`src/rtl/core/assert_macros.svh`:
```
// Assertion macros shared by the RTL of the chain marginals block.
// Included by the modules that carry concurrent assertions; depends on clk_i and rst_ni.
`ifndef ASSERT_MACROS_SVH
`define ASSERT_MACROS_SVH

// Property checked at every clock edge outside reset.
`define ASSERT_CLK(lbl, prop, msg) \
  lbl: assert property (@(posedge clk_i) disable iff (!rst_ni) (prop)) else $error(msg);

// Condition in this cycle implies a condition in the next cycle.
`define ASSERT_NEXT(lbl, pre, post, msg) \
  lbl: assert property (@(posedge clk_i) disable iff (!rst_ni) (pre) |=> (post)) else $error(msg);

`endif

```
`src/rtl/core/ccpm_pkg.sv`:
```
// Shared types, constants and log-domain arithmetic for the chain marginals block.
// No dependencies; used by ccpm_cell and the top level.
package ccpm_pkg;

  localparam int MaxVars   = 64;
  localparam int MaxCount  = 15;
  localparam int ValueBits = 16;

  // Wide signed working type, holds any value sum of the 32-bit-max format
  localparam int WideW = 34;
  typedef logic signed [WideW-1:0] wide_t;

  localparam wide_t I32Max = 34'sd2147483647;
  localparam wide_t I32Min = -34'sd2147483648;

  typedef enum logic [2:0] {
    CELL_HOLD,
    CELL_LOAD,
    CELL_BWD,
    CELL_FWD,
    CELL_NORM,
    CELL_ROT
  } cell_op_e;

  typedef struct packed {
    cell_op_e op;
    wide_t    p;
    wide_t    s;
  } cell_ctl_t;

  function automatic wide_t vmax(int vb);
    return (wide_t'(1) <<< (vb - 1)) - wide_t'(1);
  endfunction

  // most negative value, stands for minus infinity
  function automatic wide_t vneg(int vb);
    return -vmax(vb) - wide_t'(1);
  endfunction

  function automatic wide_t sat(wide_t x, int vb);
    wide_t hi;
    wide_t lo;
    hi = vmax(vb);
    lo = vneg(vb);
    if (x > hi) return hi;
    if (x < lo) return lo;
    return x;
  endfunction

  function automatic wide_t addv(wide_t a, wide_t b, int vb);
    if (a == vneg(vb) || b == vneg(vb)) return vneg(vb);
    return sat(a + b, vb);
  endfunction

  function automatic wide_t subv(wide_t a, wide_t s, int vb);
    if (a == vneg(vb)) return vneg(vb);
    return sat(a - s, vb);
  endfunction

  // round(1024*ln(1+exp(-i/4)))
  function automatic logic [9:0] sp_tab(logic [4:0] i);
    logic [9:0] r;
    unique case (i)
      5'd0: r = 10'd710;   5'd1: r = 10'd590;   5'd2: r = 10'd485;   5'd3: r = 10'd396;
      5'd4: r = 10'd321;   5'd5: r = 10'd258;   5'd6: r = 10'd206;   5'd7: r = 10'd164;
      5'd8: r = 10'd130;   5'd9: r = 10'd103;   5'd10: r = 10'd81;   5'd11: r = 10'd63;
      5'd12: r = 10'd50;   5'd13: r = 10'd39;   5'd14: r = 10'd30;   5'd15: r = 10'd24;
      5'd16: r = 10'd19;   5'd17: r = 10'd15;   5'd18: r = 10'd11;   5'd19: r = 10'd9;
      5'd20: r = 10'd7;    5'd21: r = 10'd5;    5'd22: r = 10'd4;    5'd23: r = 10'd3;
      5'd24: r = 10'd3;    5'd25: r = 10'd2;    5'd26: r = 10'd2;    5'd27: r = 10'd1;
      5'd28: r = 10'd1;    5'd29: r = 10'd1;    5'd30: r = 10'd1;    default: r = 10'd0;
    endcase
    return r;
  endfunction

  // round(65536*2^(-i/16)), i = 0..16
  function automatic logic [16:0] pow_tab(logic [4:0] i);
    logic [16:0] r;
    unique case (i)
      5'd0: r = 17'd65536;  5'd1: r = 17'd62757;  5'd2: r = 17'd60097;  5'd3: r = 17'd57549;
      5'd4: r = 17'd55109;  5'd5: r = 17'd52773;  5'd6: r = 17'd50535;  5'd7: r = 17'd48393;
      5'd8: r = 17'd46341;  5'd9: r = 17'd44376;  5'd10: r = 17'd42495; 5'd11: r = 17'd40693;
      5'd12: r = 17'd38968; 5'd13: r = 17'd37316; 5'd14: r = 17'd35734; 5'd15: r = 17'd34219;
      5'd16: r = 17'd32768;
      default: r = 17'd0;
    endcase
    return r;
  endfunction

  // log-add: max plus correction from table, differences of 8.0 and up add nothing
  function automatic wide_t ladd(wide_t a, wide_t b, int vb);
    wide_t hi;
    wide_t lo;
    wide_t d;
    wide_t t;
    if (a == vneg(vb)) return b;
    if (b == vneg(vb)) return a;
    hi = (a > b) ? a : b;
    lo = (a > b) ? b : a;
    d  = hi - lo;
    t  = (d >= wide_t'(8192)) ? wide_t'(0) : wide_t'(sp_tab(d[12:8]));
    return sat(hi + t, vb);
  endfunction

  // accumulate into the 32-bit log partition; minus infinity sticks
  function automatic logic signed [31:0] lz_add(logic signed [31:0] acc, wide_t s, int vb);
    wide_t v;
    if (s == vneg(vb)) return I32Min[31:0];
    if (wide_t'(acc) == I32Min) return acc;
    v = wide_t'(acc) + s;
    if (v > I32Max) v = I32Max;
    if (v < I32Min) v = I32Min;
    return v[31:0];
  endfunction

endpackage

```
`src/rtl/core/ccpm_cell.sv`:
```
// One count-state cell of the message row: holds one value, trades with neighbors.
// Depends on ccpm_pkg for the cell operations and log-domain arithmetic.
module ccpm_cell import ccpm_pkg::*; #(
  parameter int VB = ValueBits
) (
  input  logic                 clk_i,
  input  cell_ctl_t            ctl_i,
  input  logic                 first_i,
  input  logic                 last_i,
  input  logic signed [VB-1:0] load_i,
  input  logic signed [VB-1:0] left_i,
  input  logic signed [VB-1:0] right_i,
  output logic signed [VB-1:0] val_o
);

  logic signed [VB-1:0] val_q, val_d;
  wide_t nb;
  wide_t res;

  // one message update per cycle when ctl_i selects one, neighbor value comes in from left or right
  always_comb begin
    nb  = '0;
    res = wide_t'(val_q);
    unique case (ctl_i.op)
      CELL_HOLD: res = wide_t'(val_q);
      CELL_LOAD: res = wide_t'(load_i);
      CELL_BWD: begin
        nb  = addv(ctl_i.p, first_i ? vneg(VB) : wide_t'(left_i), VB);
        res = ladd(wide_t'(val_q), nb, VB);
      end
      CELL_FWD: begin
        nb  = addv(ctl_i.p, last_i ? vneg(VB) : wide_t'(right_i), VB);
        res = ladd(wide_t'(val_q), nb, VB);
      end
      CELL_NORM: res = subv(wide_t'(val_q), ctl_i.s, VB);
      CELL_ROT:  res = wide_t'(right_i);
      default:   res = wide_t'(val_q);
    endcase
    val_d = res[VB-1:0];
  end

  always_ff @(posedge clk_i) begin
    val_q <= val_d;
  end

  assign val_o = val_q;

endmodule

```
`config.mk`:
```
export PLATFORM = sky130hd
export DESIGN_NAME = ccpm_cell
export DESIGN_NICKNAME = d
export VERILOG_FILES = /design/src/rtl/core/assert_macros.svh /design/src/rtl/core/ccpm_pkg.sv /design/src/rtl/core/ccpm_cell.sv
export SDC_FILE = /design/constraint.sdc
export NUM_CORES = 1
export LEC_CHECK = 0
export BUFFER_PORTS_ARGS = -buffer_cell sky130_fd_sc_hd__clkbuf_2
export CORE_MARGIN = 8
export CORE_UTILIZATION = 35
export DETAILED_ROUTE_END_ITERATION = 12
export SETUP_SLACK_MARGIN = 0.5
export SLEW_MARGIN = 20
export SYNTH_ARGS = -nofsm -noshare
export SYNTH_HDL_FRONTEND = slang
export SYNTH_SLANG_ARGS = --single-unit
```
`constraint.sdc`:
```
create_clock -name clk_i -period 18.4 [get_ports clk_i]
set_clock_uncertainty 0.1 [all_clocks]
set_input_delay 2.76 -clock clk_i [delete_from_list [all_inputs] [get_ports clk_i]]
set_output_delay 2.76 -clock clk_i [all_outputs]
set_load 0.03 [all_outputs]
```
==> flow_summary.yaml <==
status:
  outcome: "complete, no violations"
worst_hold_path:
  hold_class: "reg2reg"
cts:
  cts-root-buf: "clkbuf_16"
  htreeDepth: 1
  clock_latency_ns: 0.25
  clkTransAtPathRegs_ns: 0.05
  clock-sinks: 16
  clk_path_buf_depth: 2
  cts_tree: "built"
  numCtsBuffers: 3
detailed_routing:
  ant_nets: 0
  routed_via_density: 6.21
  drt_wl_total_um: 87900
  drt-pass1-iter-count: 8
  wire_per_inst_um: 22.2
  drc: 0
  drt-initial-drc-count: 2386
  vias: 24557
floorplan:
  num_rows: 87
  die_area_sq_um: 65000
  dieWidth_um: 255
  pin_count: 138
  core_area_sq_um: 56400
  initial_utilization_pct: 35.4
  die_height_um: 255
worst_setup_path:
  path_delay_family: "compound AO/OA/AOI/OAI gates"
  crit_arrival_ns: 17.15
  cp.required_ns: 18.23
  endpoint_kind: "flop"
  critPathMaxStageDelay_ns: 0.54
  crit_type: "in2reg"
  crit_slowest_cell: "or4_4"
  crit_path_start_kind: "input pin"
  critPathBufInv: 8
  cp_max_fo: 25
pwr:
  p_leak_uw: 0.00962
  ir_worst_vdd_uv: 109
  power-per-cell-area_nw_per_um2: 128
  finalPower_uw: 2960
grt:
  grt_max_degree: 47
  grt_pass1_vias: 23014
  grt_util_all_layers_pct: 25.5
  grt.overflow.total: 0
  antenna_found_initial: 2
  grt_pass1_wl_um: 133000
finish:
  nNetsFinal: 3532
  drive_gt1_share_pct: 17.6
  final_common_cell: "nand2_1"
  largest_reg_flops: 16
  syn_to_final_growth_pct: 15.5
  finalNonFillerCells: 3952
  layout_common_cells: "nand2_1, a21oi_1, nor2_1"
  fillers: 6137
yosys:
  synth_seq_cells: 16
  synth_nets: 3364
  ys_seq_area_share_pct: 2.40
  syn-cell-area_sq_um: 20000
  async_flop_share_pct: 0
  yosys_warnings: 0
  yosysUniqueCellTypes: 128
  synth-edff-count: 16
  synth.avg_cell_area_sq_um: 6.60
  syn_inst: 3028
  synth_flop_cell: "edfxtp_1"
sta:
  slew_violations: 0
  setup_viol: 0
  min_period_ns: 17.32
  fin_tns_setup_ns: 0
  worstMarginPinSlew_ns: 1.04
  hold_violations: 0
  relSlewSlack_pct: 30.3
  holdWs_ns: 1.27
  max_freq_mhz: 57.7
  finalCritPeriodShare_pct: 94.1
  rsz0062_at_grt: "false"
place:
  dp.cells: 3926
  dp_hpwl_um: 72300
  port_buffers: 137
  gp_congestion: 1.02
job:
  max_cap_violations: 0
[metal layers]
layer  vias up  track usage (%)  share of wire [%]
li1      11731                -                  -
met1     11490             33.1                 42
met2      1099             42.5                 45
met3       237             4.08                8.6
met4         0             9.08                4.2
met5         -                0                  0
[logic make-up (layout without fill, tap and decap cells)]
| group | Yosys count | after routing | share of synthesized area, % |
|---|---|---|---|
| and+or+nand+nor | 1201 | 1201 | 31.1 |
| buffers and inverters | 323 | 489 | 6.57 |
| AOI/OAI and AO/OA | 1047 | 1047 | 35.8 |
| adders and majority gates | 214 | 214 | 13.6 |
| other | 0 | 2 | 0 |
| muxes | 63 | 63 | 3.31 |
| xor gates and xnor gates | 164 | 164 | 7.23 |
| DFF | 16 | 16 | 2.40 |
[stage by stage]
step / instance area [sq um] / utilization, % / setup WS, ns
final: 23100 / 40.9 / 1.08
after global routing: 23100 / 40.9 / 0.425
after CTS: 22400 / 39.8 / 0.541
after detailed placement: 22200 / 39.4 / -0.416
after global placement: 22200 / 39.4 / -0.350
after floorplan: 20000 / - / 1.01
[final timing paths]
| path | startpoint | endpoint | slack (ns) | cells past startpoint |
|---|---|---|---|---|
| setup reg to reg | val_o[15] | val_o[5] | 6.82 | 47 |
| setup / recovery | first_i | val_o[5] | 1.08 | 64 |
| hold / removal | val_o[4] | val_o[4] | 1.27 | 6 |
| hold reg to reg | val_o[4] | val_o[4] | 1.27 | 6 |
[layout make-up]
| cell class | instances | area [sq um] | share of cell area (%) |
|---|---|---|---|
| diodes | 2 | 5.00 | 0.0217 |
| clock buffers | 3 | 75.1 | 0.325 |
| inverters | 153 | 574 | 2.49 |
| multi-input cells | 2689 | 18800 | 81.5 |
| flip-flops and latches | 16 | 480 | 2.08 |
| well taps | 756 | 946 | 4.10 |
| repair buffers | 333 | 2200 | 9.51 |
[synthesized netlist by cell type, types with 14 or more instances]
cell / number / share of area (%)
and3_1: 39 / 1.2
nor3_1: 73 / 1.8
and4_1: 22 / 0.96
o211ai_1: 37 / 1.4
nor2_1: 276 / 5.2
nand2_1: 281 / 5.3
or3_1: 33 / 1.0
a21oi_1: 280 / 7.0
o31ai_1: 27 / 1.0
edfxtp_1: 16 / 2.4
nand2b_1: 36 / 1.1
a41oi_1: 15 / 0.66
nand3_1: 97 / 2.4
or4_1: 18 / 0.68
o22ai_1: 25 / 0.78
inv_1: 144 / 2.7
o221ai_1: 14 / 0.61
clkbuf_1: 116 / 2.2
a31oi_1: 42 / 1.3
mux2i_1: 53 / 2.7
nor4_1: 45 / 1.4
ha_1: 209 / 13
o21a_1: 39 / 1.5
or2_2: 32 / 1.0
o21ai_1: 33 / 0.83
a211o_1: 15 / 0.66
a211oi_1: 39 / 1.5
and2_1: 49 / 1.5
o21bai_1: 27 / 1.0
nand4_1: 70 / 2.2
buf_2: 39 / 0.98
nor2b_1: 55 / 1.7
xor2_1: 59 / 2.6
a21o_1: 59 / 2.2
xnor2_1: 104 / 4.6
o21ai_0: 186 / 4.7
[tightest hold or removal path: stages (launching register included)]
cell	delay (ns)
edfxtp_1	0.44
buf_4	0.29
ha_1	0.17
inv_1	0.05
nand3_1	0.07
nand3b_1	0.07
a31oi_1	0.16
[report_power, final]
part           internal [uW]  switching (uW)
Combinational           1110            1750
Sequential              48.7            11.8
Clock                   28.5            13.6
Total                   1180            1780
[repair_timing]
item,4_1_cts,5_1_grt
endpoints found under the setup margin,15,16
hold buffers,0,0
gates resized for setup,22,119
setup buffers,1,20
pin swaps,2,34
hold endpoints to repair,0,0
Power figures use the tool's default switching activity.
