$ cat config.mk
export PLATFORM = sky130hd
export DESIGN_NAME = ccpm_ram
export DESIGN_NICKNAME = d
export VERILOG_FILES = /design/src/rtl/core/assert_macros.svh /design/src/rtl/core/ccpm_ram.sv
export SDC_FILE = /design/constraint.sdc
export NUM_CORES = 1
export LEC_CHECK = 0
export BUFFER_PORTS_ARGS = -buffer_cell sky130_fd_sc_hd__buf_4
export CAP_MARGIN = 20
export CORE_MARGIN = 2
export CORE_UTILIZATION = 63
export DETAILED_ROUTE_END_ITERATION = 7
export PLACE_DENSITY = 0.8
export SYNTH_ARGS = -nofsm -noshare
export SYNTH_HDL_FRONTEND = slang
export SYNTH_SLANG_ARGS = --single-unit
$ cat constraint.sdc
create_clock -name clk_i -period 2.9 [get_ports clk_i]
set_clock_uncertainty 0.05 [all_clocks]
set_input_delay 0.58 -clock clk_i [delete_from_list [all_inputs] [get_ports clk_i]]
set_output_delay 0.58 -clock clk_i [all_outputs]
set_load 0.005 [all_outputs]
$ cat src/rtl/core/assert_macros.svh
// Assertion macros shared by the RTL of the chain marginals block.
// Included by the modules that carry concurrent assertions; depends on clk_i and rst_ni.
`ifndef ASSERT_MACROS_SVH
`define ASSERT_MACROS_SVH

// Property checked at every clock edge outside reset.
`define ASSERT_CLK(lbl, prop, msg) \
  lbl: assert property (@(posedge clk_i) disable iff (!rst_ni) (prop)) else $error(msg);

// Condition in this cycle implies a condition in the next cycle.
`define ASSERT_NEXT(lbl, pre, post, msg) \
  lbl: assert property (@(posedge clk_i) disable iff (!rst_ni) (pre) |=> (post)) else $error(msg);

`endif

$ cat src/rtl/core/ccpm_ram.sv
// Generic single-write, single-read RAM with registered read data.
// No dependencies.
module ccpm_ram #(
  parameter int W     = 16,
  parameter int DEPTH = 64
) (
  input  logic                     clk_i,
  input  logic                     we_i,
  input  logic [$clog2(DEPTH)-1:0] waddr_i,
  input  logic [W-1:0]             wdata_i,
  input  logic [$clog2(DEPTH)-1:0] raddr_i,
  output logic [W-1:0]             rdata_o
);

  logic [W-1:0] mem [DEPTH];
  logic [W-1:0] rdata_q;

  always_ff @(posedge clk_i) begin
    if (we_i) begin
      mem[waddr_i] <= wdata_i;
    end
    rdata_q <= mem[raddr_i];
  end

  assign rdata_o = rdata_q;

endmodule

==> flow_metrics.py, run 1 <==
metrics = {
    "outcome": {
        "outcome": "finished, final reports clean",
    },
    "pwr": {
        "power_frac_comb": 0.051,
        "powerDensity_nw_per_um2": 696,
        "p_int_uw": 25300,
        "p_sw_uw": 6460,
        "power.leakage_uw": 0.0147,
        "p_sw_frac": 0.204,
        "vdd_drop_max_uv": 703,
        "p_clk_frac": 0.422,
        "seq_power_share": 0.527,
    },
    "drt": {
        "first_pass_iters": 5,
        "wirelength_um": 98000,
        "wl_per_cell_um": 33.0,
        "remaining_drc_errors": 0,
        "drtIter0Drc": 2757,
        "via_count": 20346,
        "postRouteAntennaNets": 0,
        "routed_via_density": 6.85,
    },
    "floorplan": {
        "coreArea_um2": 63000,
        "die_area_um2": 65600,
        "die_x_um": 256,
        "start_util": 0.636,
        "rows": 92,
        "ios": 46,
        "fp.dieH_um": 256,
    },
    "worst_setup_path": {
        "crit_buf_inv": 3,
        "worstPathRequired_ps": 3360,
        "worst-path-stages": 7,
        "critPathSlowestCell": "mux4_1",
        "worstPathMaxFanout": 21,
        "r2r_cells": 5,
        "startpoint_type": "input port",
        "worst_setup_path_end_kind": "flop",
        "path_class": "in -> reg",
        "worstPathArrival_ps": 2930,
        "timing.critical_path.cells": "buf_8 -> buf_12 -> buf_4 -> mux4_1 -> mux2_2 -> a21oi_1 -> nor4_2",
        "crit_family": "multiplexers",
        "crit_path_max_incr_delay_ps": 630,
    },
    "global_route": {
        "grt_util_met3": 0.0728,
        "grt_usage": 0.302,
        "overflow": 0,
        "grt_pass1_vias": 20550,
        "busiest_layer": "met2",
        "grt_use_met1": 0.412,
        "antenna_found_initial": 5,
        "grt_util_met2": 0.482,
        "grt_max_degree": 65,
        "grt_first_pass_wirelength_um": 141000,
    },
    "sta": {
        "period_share": 0.853,
        "final_hold_viol_count": 0,
        "drv_slew": 0,
        "fmax_mhz": 404,
        "rsz0062_at_grt": "no",
        "worstMarginPinSlew_ps": 951,
        "max_slew_margin": 0.364,
        "worst_slack_ps": 427,
        "setup_viol": 0,
        "finalCriticalPeriod_ps": 2470,
    },
    "logic_synthesis": {
        "synth_ff_type": "edfxtp_1",
        "ys_seq_area_frac": 0.776,
        "synthArstFlopShare": 0,
        "syn_area_per_cell_um2": 21.9,
        "postSynthCellCount": 1829,
        "synth_fp_nets": 1859,
        "synth_edf_count": 1024,
        "ys_seq_elements": 1040,
        "synthesis.area_um2": 40000,
        "yosys.cell_types.count": 43,
        "ys_warn_count": 0,
    },
    "finish": {
        "nFillCells": 3392,
        "final_layout_size_suffix_gt1_frac": 0.292,
        "syn_to_final_growth_pct": 13.8,
        "finalCoreUtilization": 0.724,
        "finalNetCount": 2072,
    },
    "clocking": {
        "post-cts-setup-buffer-count": 0,
        "cts-buffers-inserted": 98,
        "cts-root-buf": "clkbuf_16",
        "h-tree-depth": 3,
        "clk_path_buf_depth": 3,
        "clk_latency_ps": 650,
        "cts.sinks": 1040,
        "path_clk_slew_ps": 60,
        "cts_tree": "yes",
        "cts-resized-gates": 0,
        "hold_buffers": 0,
    },
    "placed_design": {
        "io_buffers": 45,
        "hpwlAfterDp_um": 56500,
        "gp_congestion": 0.900,
        "pre_cts_ws_ps": -129,
    },
    "worst_hold_path": {
        "whs_path_depth": 3,
        "hold_class": "in -> reg",
    },
    "flow_run": {
        "drv_cap": 0,
    },
}
-- cell type report --
cell class | count | area [um2] | area share
multi-input cells | 685 | 8250 | 0.181
diodes | 3 | 7.51 | 0.000165
well taps | 846 | 1060 | 0.0232
flip-flops and latches | 1040 | 31100 | 0.682
repair buffers | 217 | 1810 | 0.0397
clock inverters | 55 | 676 | 0.0148
clock buffers | 124 | 2700 | 0.0592
-- cell usage after synthesis (5+ instances only) --
cell type  number  area share
a211o_1         8      0.0017
a211oi_1        8      0.0015
a21oi_1        17      0.0021
a221o_1         6      0.0015
a221oi_1       16      0.0035
a22o_1          6      0.0013
a22oi_1        39      0.0073
a311oi_1        8      0.0017
a31oi_1         8      0.0012
a41oi_1         5      0.0011
and4_1          5      0.0011
buf_12          5      0.0025
buf_2          36      0.0045
buf_4          13      0.0024
buf_6          17      0.0048
clkbuf_1       24      0.0022
dfxtp_1        16      0.0080
edfxtp_1     1024        0.77
mux2_2         27      0.0076
mux2i_1        85       0.021
mux4_2        220        0.12
nand2_1        59      0.0055
nand3_1        24      0.0030
nand4_1        12      0.0019
nor2_1         72      0.0067
nor2b_1        30      0.0047
o21ai_0         5     0.00062
-- sequential cells by signal (all words and copies together), names as in the netlist --
name / cells
mem: 1024
rdata_o: 16
-- path summary, 6_finish.rpt --
kind                             startpoint     endpoint  slack, ps
worst max-delay path             raddr_i[0]   rdata_o[6]        430
worst min-delay path             raddr_i[5]   rdata_o[4]        430
worst min register to register  mem[10][10]  rdata_o[10]        830
worst max register to register  mem[23][14]  rdata_o[14]        710
-- logic make-up after synthesis --
kind of cell / Yosys count / synth area share
buffers and inverters: 104 / 0.0183
DFF: 1040 / 0.776
AOI/OAI and AO/OA: 129 / 0.0241
and+or+nand+nor: 220 / 0.0265
muxes: 336 / 0.155
-- power by group through the flow --
stage	Sequential [uW]	Clock [uW]	Combinational, uW
after floorplan	17000	0	861
after global routing	16700	14000	1700
final	16700	13400	1630
after CTS	16700	13500	1620
after detailed placement	17000	0	1590
after global placement	17000	0	1550
-- metal layers --
metal,share of wire,up-vias
li1,-,8103
met1,0.35,10535
met2,0.49,1436
met3,0.12,264
met4,0.042,8
met5,0.00053,-
-- tightest hold or removal path: stages --
cell and delay [ps]:
buf_4 180, a31oi_1 240, a311oi_1 70
-- metrics by stage --
step	hold slack (ps)	setup TNS [ps]	cells	instance area (um2)	power [uW]
3_3_place_gp	799	-444	2788	42200	18600
6_report	431	0	2970	45600	31700
2_1_floorplan	629	0	1829	40000	17800
4_1_cts	371	0	2967	45600	31800
5_1_grt	407	0	2967	45600	32400
3_5_place_dp	817	-461	2788	42200	18600
-- cells in the final DEF, fill, tap and decap left out, types with 6 or more instances in the layout --
master,n
edfxtp_1,1024
mux4_2,220
buf_4,201
clkbuf_16,103
mux2i_1,85
nor2_1,72
nand2_1,59
a22oi_1,39
nor2b_1,30
mux2_2,27
nand3_1,24
a21oi_1,17
clkbuf_1,17
a221oi_1,16
clkinv_1,16
bufinv_16,16
clkinv_2,16
dfxtp_1,16
buf_12,13
nand4_1,12
a211o_1,8
a31oi_1,8
a211oi_1,8
a311oi_1,8
a22o_1,6
a221o_1,6
Power figures use the tool's default switching activity.
==> run 2: changes to the inputs <==
- clock period: 2.9 -> 2.4 ns (I/O delays scaled with it)
==> run 2 against run 1 <==
  * Total power grew 18%
  * Final cell count rose by 2.2%
  * Sequential share of layout area shrank 0.68 points
  * Hold slack worse by 97 ps
  * Non-clock buffer count is 57 higher
  * Critical path depth rose by 2
  * Via count increased by 1.0%
  * First-iteration DRC count rose by 2.7%
  * Largest cell class unchanged
==> flow_metrics.py, run 2 (same netlist as run 1, synthesis figures left out) <==
metrics = {
    "global_route": {
        "grt_max_degree": 65,
        "grt_usage": 0.305,
        "grt_pass1_vias": 20852,
        "grt_first_pass_wirelength_um": 143000,
        "overflow": 0,
        "antenna_found_initial": 4,
    },
    "finish": {
        "regMostFlops": "mem",
        "finalNetCount": 2130,
        "multi_input_area_um2": 8250,
        "layout_common_cells": "1,024 x edfxtp_1, 236 x buf_4, 220 x mux4_2",
        "final_layout_size_suffix_gt1_frac": 0.304,
        "syn_to_final_growth_pct": 14.9,
        "finalCoreUtilization": 0.731,
        "largest_reg_flops": 1024,
        "final_common_cell": "edfxtp_1",
        "nFillCells": 3328,
        "register_area_um2": 31100,
    },
    "outcome": {
        "outcome": "finished, final reports clean",
    },
    "worst_setup_path": {
        "worst_setup_path_end_kind": "flop",
        "worstPathMaxFanout": 33,
        "critPathSlowestCell": "a221oi_1",
        "crit_buf_inv": 4,
        "worstPathRequired_ps": 2870,
        "crit_family": "compound AO/OA/AOI/OAI gates",
        "timing.critical_path.cells": "buf_8 -> buf_12 -> buf_4 -> nand2_4 -> a211oi_1 -> a221oi_1 -> a221oi_1 -> buf_4 -> a311oi_1",
        "worstPathArrival_ps": 2760,
        "crit_path_max_incr_delay_ps": 650,
        "path_class": "in -> reg",
        "startpoint_type": "input port",
    },
    "flow_run": {
        "drv_cap": 0,
    },
    "floorplan": {
        "die_x_um": 256,
        "fp.dieH_um": 256,
        "rows": 92,
        "ios": 46,
        "coreArea_um2": 63000,
        "die_area_um2": 65600,
        "start_util": 0.636,
    },
    "pwr": {
        "p_sw_uw": 7910,
        "p_clk_frac": 0.405,
        "p_sw_frac": 0.211,
        "power_uw": 37400,
        "power_frac_comb": 0.056,
        "vdd_drop_max_uv": 637,
        "seq_power_share": 0.539,
        "p_int_uw": 29500,
        "power.leakage_uw": 0.0150,
        "powerDensity_nw_per_um2": 813,
    },
    "sta": {
        "finalCriticalPeriod_ps": 2300,
        "rsz0062_at_grt": "no",
        "max_slew_margin": 0.244,
        "period_share": 0.957,
        "worstMarginPinSlew_ps": 1130,
        "drv_slew": 0,
        "setup_viol": 0,
        "final_hold_viol_count": 0,
        "fmax_mhz": 436,
    },
    "clocking": {
        "path_clk_slew_ps": 60,
        "cts-root-buf": "clkbuf_16",
        "post-cts-setup-buffer-count": 0,
        "h-tree-depth": 3,
        "cts_tree": "yes",
        "cts-buffers-inserted": 99,
        "hold_buffers": 0,
        "clk_path_buf_depth": 3,
        "cts-resized-gates": 0,
        "clk_latency_ps": 670,
        "cts.sinks": 1040,
    },
    "placed_design": {
        "gp_congestion": 0.920,
        "io_buffers": 45,
        "hpwlAfterDp_um": 57000,
    },
    "drt": {
        "via_count": 20553,
        "postRouteAntennaNets": 0,
        "drtIter0Drc": 2831,
        "remaining_drc_errors": 0,
        "wirelength_um": 97800,
        "first_pass_iters": 7,
        "wl_per_cell_um": 32.2,
        "routed_via_density": 6.77,
    },
    "worst_hold_path": {
        "hold_class": "in -> reg",
    },
}
## run 2: cell types whose count changed in the layout (fill, tap and decap cells not counted), moves of 3 or more
cell	change
buf_12	+22
bufinv_16	-9
diode_2	+5
clkinv_1	+5
buf_4	+35
clkbuf_1	+10
clkinvlp_4	-4
clkbuf_8	-3
## run 2: path summary, 6_finish.rpt
kind,from,endpoint,slack (ps),cells after the start
worst max-delay path,raddr_i[0],rdata_o[0],100,9
worst min register to register,mem[17][12],rdata_o[12],830,4
worst max register to register,mem[18][1],rdata_o[1],130,6
worst min-delay path,raddr_i[5],rdata_o[11],330,3
## run 2: power groups by stage
stage | combinational, uW | clock, uW | sequential (uW)
2_1_floorplan | 1040 | 0 | 20500
3_3_place_gp | 1990 | 0 | 20600
3_5_place_dp | 2050 | 0 | 20600
4_1_cts | 2080 | 15300 | 20200
5_1_grt | 2190 | 15900 | 20200
6_report | 2100 | 15100 | 20200
## run 2: metal layers
metal  track usage  share of wire  wire length, um
met1         0.416           0.35            33900
met3        0.0688           0.12            11500
met4         0.134          0.048             4730
met2         0.484           0.49            47600
met5             0        0.00035               34
## run 2: worst reg2reg max path: stages (launching register included)
cell and delay (ps):
edfxtp_1 400, mux4_2 490, mux2i_1 180, buf_4 170, a22oi_1 110, a31oi_1 610
a311oi_1 120
## run 2: per-stage QoR
step / worst slack (ps) / instances / area, um2 / hold WS [ps] / TNS, ps
floorplan: -87.8 / 1829 / 40100 / 529 / -10790
global placement: -457 / 2845 / 42900 / 798 / -3260
detailed placement: -558 / 2845 / 42900 / 786 / -3960
CTS: 138 / 3026 / 46000 / 282 / 0
global route: 82.8 / 3027 / 46000 / 343 / 0
finish: 104 / 3034 / 46000 / 334 / 0
## run 2: layout make-up
cell class,instances,share of cell area
Tap cell,846,0.0230
Clock inverter,51,0.00973
Multi-Input combinational cell,685,0.179
Timing Repair Buffer,274,0.0546
Clock buffer,130,0.0580
Sequential cell,1040,0.675
Antenna cell,8,0.000435
==> run 3: changes to the inputs <==
- CORE_UTILIZATION: 63 -> 65
- PLACE_DENSITY: 0.8 -> 0.82
- clock period: 2.4 -> 2.8 ns (I/O delays scaled with it)
==> run 3 against run 2 <==
  * First-iteration DRC count up 2.4%
  * Worst setup slack better by 220 ps
  * Combinational power down 18%
  * Hold slack better by 95 ps
  * Sequential share of layout area up 0.50 points
  * Total power down 12%
  * Global-route usage up 1.5 points
  * Critical path depth down 1
  * Sequential cell count unchanged
  * Largest cell class unchanged
  * Highest routed layer unchanged
==> flow_metrics.py, run 3 (same netlist as run 1, synthesis figures left out) <==
metrics = {
    "outcome": {
        "outcome": "finished, final reports clean",
    },
    "clocking": {
        "cts-root-buf": "clkbuf_16",
        "hold_buffers": 0,
        "post-cts-setup-buffer-count": 0,
        "cts_tree": "yes",
        "cts.sinks": 1040,
        "cts-buffers-inserted": 97,
        "path_clk_slew_ps": 60,
        "h-tree-depth": 3,
        "clk_path_buf_depth": 3,
        "cts-resized-gates": 0,
        "clk_latency_ps": 660,
    },
    "floorplan": {
        "fp.dieH_um": 252,
        "coreArea_um2": 60600,
        "die_x_um": 252,
        "die_area_um2": 63600,
        "rows": 90,
        "start_util": 0.661,
        "ios": 46,
    },
    "finish": {
        "register_area_um2": 31100,
        "final_common_cell": "edfxtp_1",
        "final_layout_size_suffix_gt1_frac": 0.296,
        "finalCoreUtilization": 0.754,
        "nFillCells": 3108,
        "instances_no_fill": 2920,
        "layout_common_cells": "1,024 x edfxtp_1, 220 x mux4_2, 207 x buf_4",
        "largest_reg_flops": 1024,
        "multi_input_area_um2": 8250,
        "syn_to_final_growth_pct": 14.1,
        "regMostFlops": "mem",
        "finalNetCount": 2084,
    },
    "worst_setup_path": {
        "path_class": "in -> reg",
        "timing.critical_path.cells": "buf_8 -> buf_4 -> mux4_2 -> mux2i_1 -> a22oi_1 -> a31oi_1 -> buf_4 -> a311oi_1",
        "rr_endpoint": "rdata_o[13]",
        "crit_path_max_incr_delay_ps": 580,
        "crit_family": "buffers and inverters",
        "worstPathMaxFanout": 18,
        "worstPathRequired_ps": 3270,
        "worst_setup_path_end_kind": "flop",
        "r2r_cells": 6,
        "crit_start": "raddr_i[0]",
        "startpoint_type": "input port",
        "cp_common_cell": "buf_4",
        "worst-path-stages": 8,
        "r2r_slack_ps": 500,
        "worstPathArrival_ps": 2950,
        "critPathSlowestCell": "mux4_2",
        "r2r_start": "mem[5][13]",
        "crit_buf_inv": 3,
    },
    "worst_hold_path": {
        "min-delay-start": "raddr_i[4]",
        "whs_path_depth": 3,
        "hold_class": "in -> reg",
        "hold_end": "rdata_o[7]",
    },
    "sta": {
        "fmax_mhz": 403,
        "drv_slew": 0,
        "period_share": 0.886,
        "final_hold_viol_count": 0,
        "totalNegativeSetupSlack_ps": 0,
        "max_slew_margin": 0.451,
        "finalCriticalPeriod_ps": 2480,
        "worstMarginPinSlew_ps": 823,
        "rsz0062_at_grt": "no",
        "setup_viol": 0,
    },
    "placed_design": {
        "dp.cells": 2737,
        "hpwlAfterDp_um": 57000,
        "io_buffers": 45,
        "gp_congestion": 0.874,
    },
    "global_route": {
        "grt_usage": 0.321,
        "grt_pass1_vias": 20527,
        "overflow": 0,
        "antenna_found_initial": 1,
        "grt_max_degree": 65,
        "grt_first_pass_wirelength_um": 143000,
    },
    "pwr": {
        "power.leakage_uw": 0.0148,
        "powerDensity_nw_per_um2": 722,
        "power_uw": 33000,
        "vdd_drop_max_uv": 615,
    },
    "drt": {
        "remaining_drc_errors": 0,
        "drtIter0Drc": 2898,
        "wl_per_cell_um": 33.9,
        "wirelength_um": 99000,
        "routed_via_density": 6.99,
        "via_count": 20411,
        "first_pass_iters": 6,
        "postRouteAntennaNets": 0,
    },
    "flow_run": {
        "drv_cap": 0,
    },
}
==> run 3: cell count changes in the layout (fill, tap and decap cells not counted), moves of 2 or more <==
cell,previous run,this run
clkinvlp_4,1,6
buf_4,236,207
clkinv_1,21,17
clkinv_4,2,0
clkbuf_1,27,17
buf_12,35,20
diode_2,8,4
bufinv_16,7,17
==> run 3: worst register-to-register path: cells and delay by family (launching register included) <==
family | cells | cell delay [ps]
AO/OA/AOI/OAI | 3 | 770
multiplexers | 2 | 760
flip-flops | 1 | 380
buffers and inverters | 1 | 200
==> run 3: worst max path at each step <==
stage	endpoint	slack [ps]
6_report	rdata_o[4]	320
2_1_floorplan	mem[48][0]	160
3_5_place_dp	rdata_o[4]	-280
4_1_cts	rdata_o[4]	350
3_3_place_gp	rdata_o[4]	-200
5_1_grt	rdata_o[4]	200
==> run 3: cell type report <==
| type | instances | share of cell area |
|---|---|---|
| Clock inverter | 58 | 0.0159 |
| Tap cell | 782 | 0.0214 |
| Timing Repair Buffer | 230 | 0.0437 |
| Antenna cell | 4 | 0.000219 |
| Multi-Input combinational cell | 685 | 0.181 |
| Clock buffer | 121 | 0.0581 |
| Sequential cell | 1040 | 0.680 |
==> run 3: routing by layer <==
layer / up-vias / global-route usage / share of wire
met5: - / 0 / 0.00011
met4: 2 / 0.111 / 0.039
met3: 234 / 0.0634 / 0.11
met2: 1442 / 0.528 / 0.50
met1: 10612 / 0.439 / 0.35
li1: 8121 / - / -
==> run 3: metrics by stage <==
step | worst slack, ps | instance area, um2 | hold WS (ps)
after detailed placement | -280 | 42300 | 809
final | 320 | 45700 | 429
after CTS | 352 | 45700 | 397
after global routing | 198 | 45700 | 439
after floorplan | 155 | 40000 | 609
after global placement | -201 | 42300 | 750
==> run 3: power breakdown <==
part,switching [uW],internal (uW)
sequential,76.7,17200
clock,5660,8290
combinational,1040,682
total,6780,26200
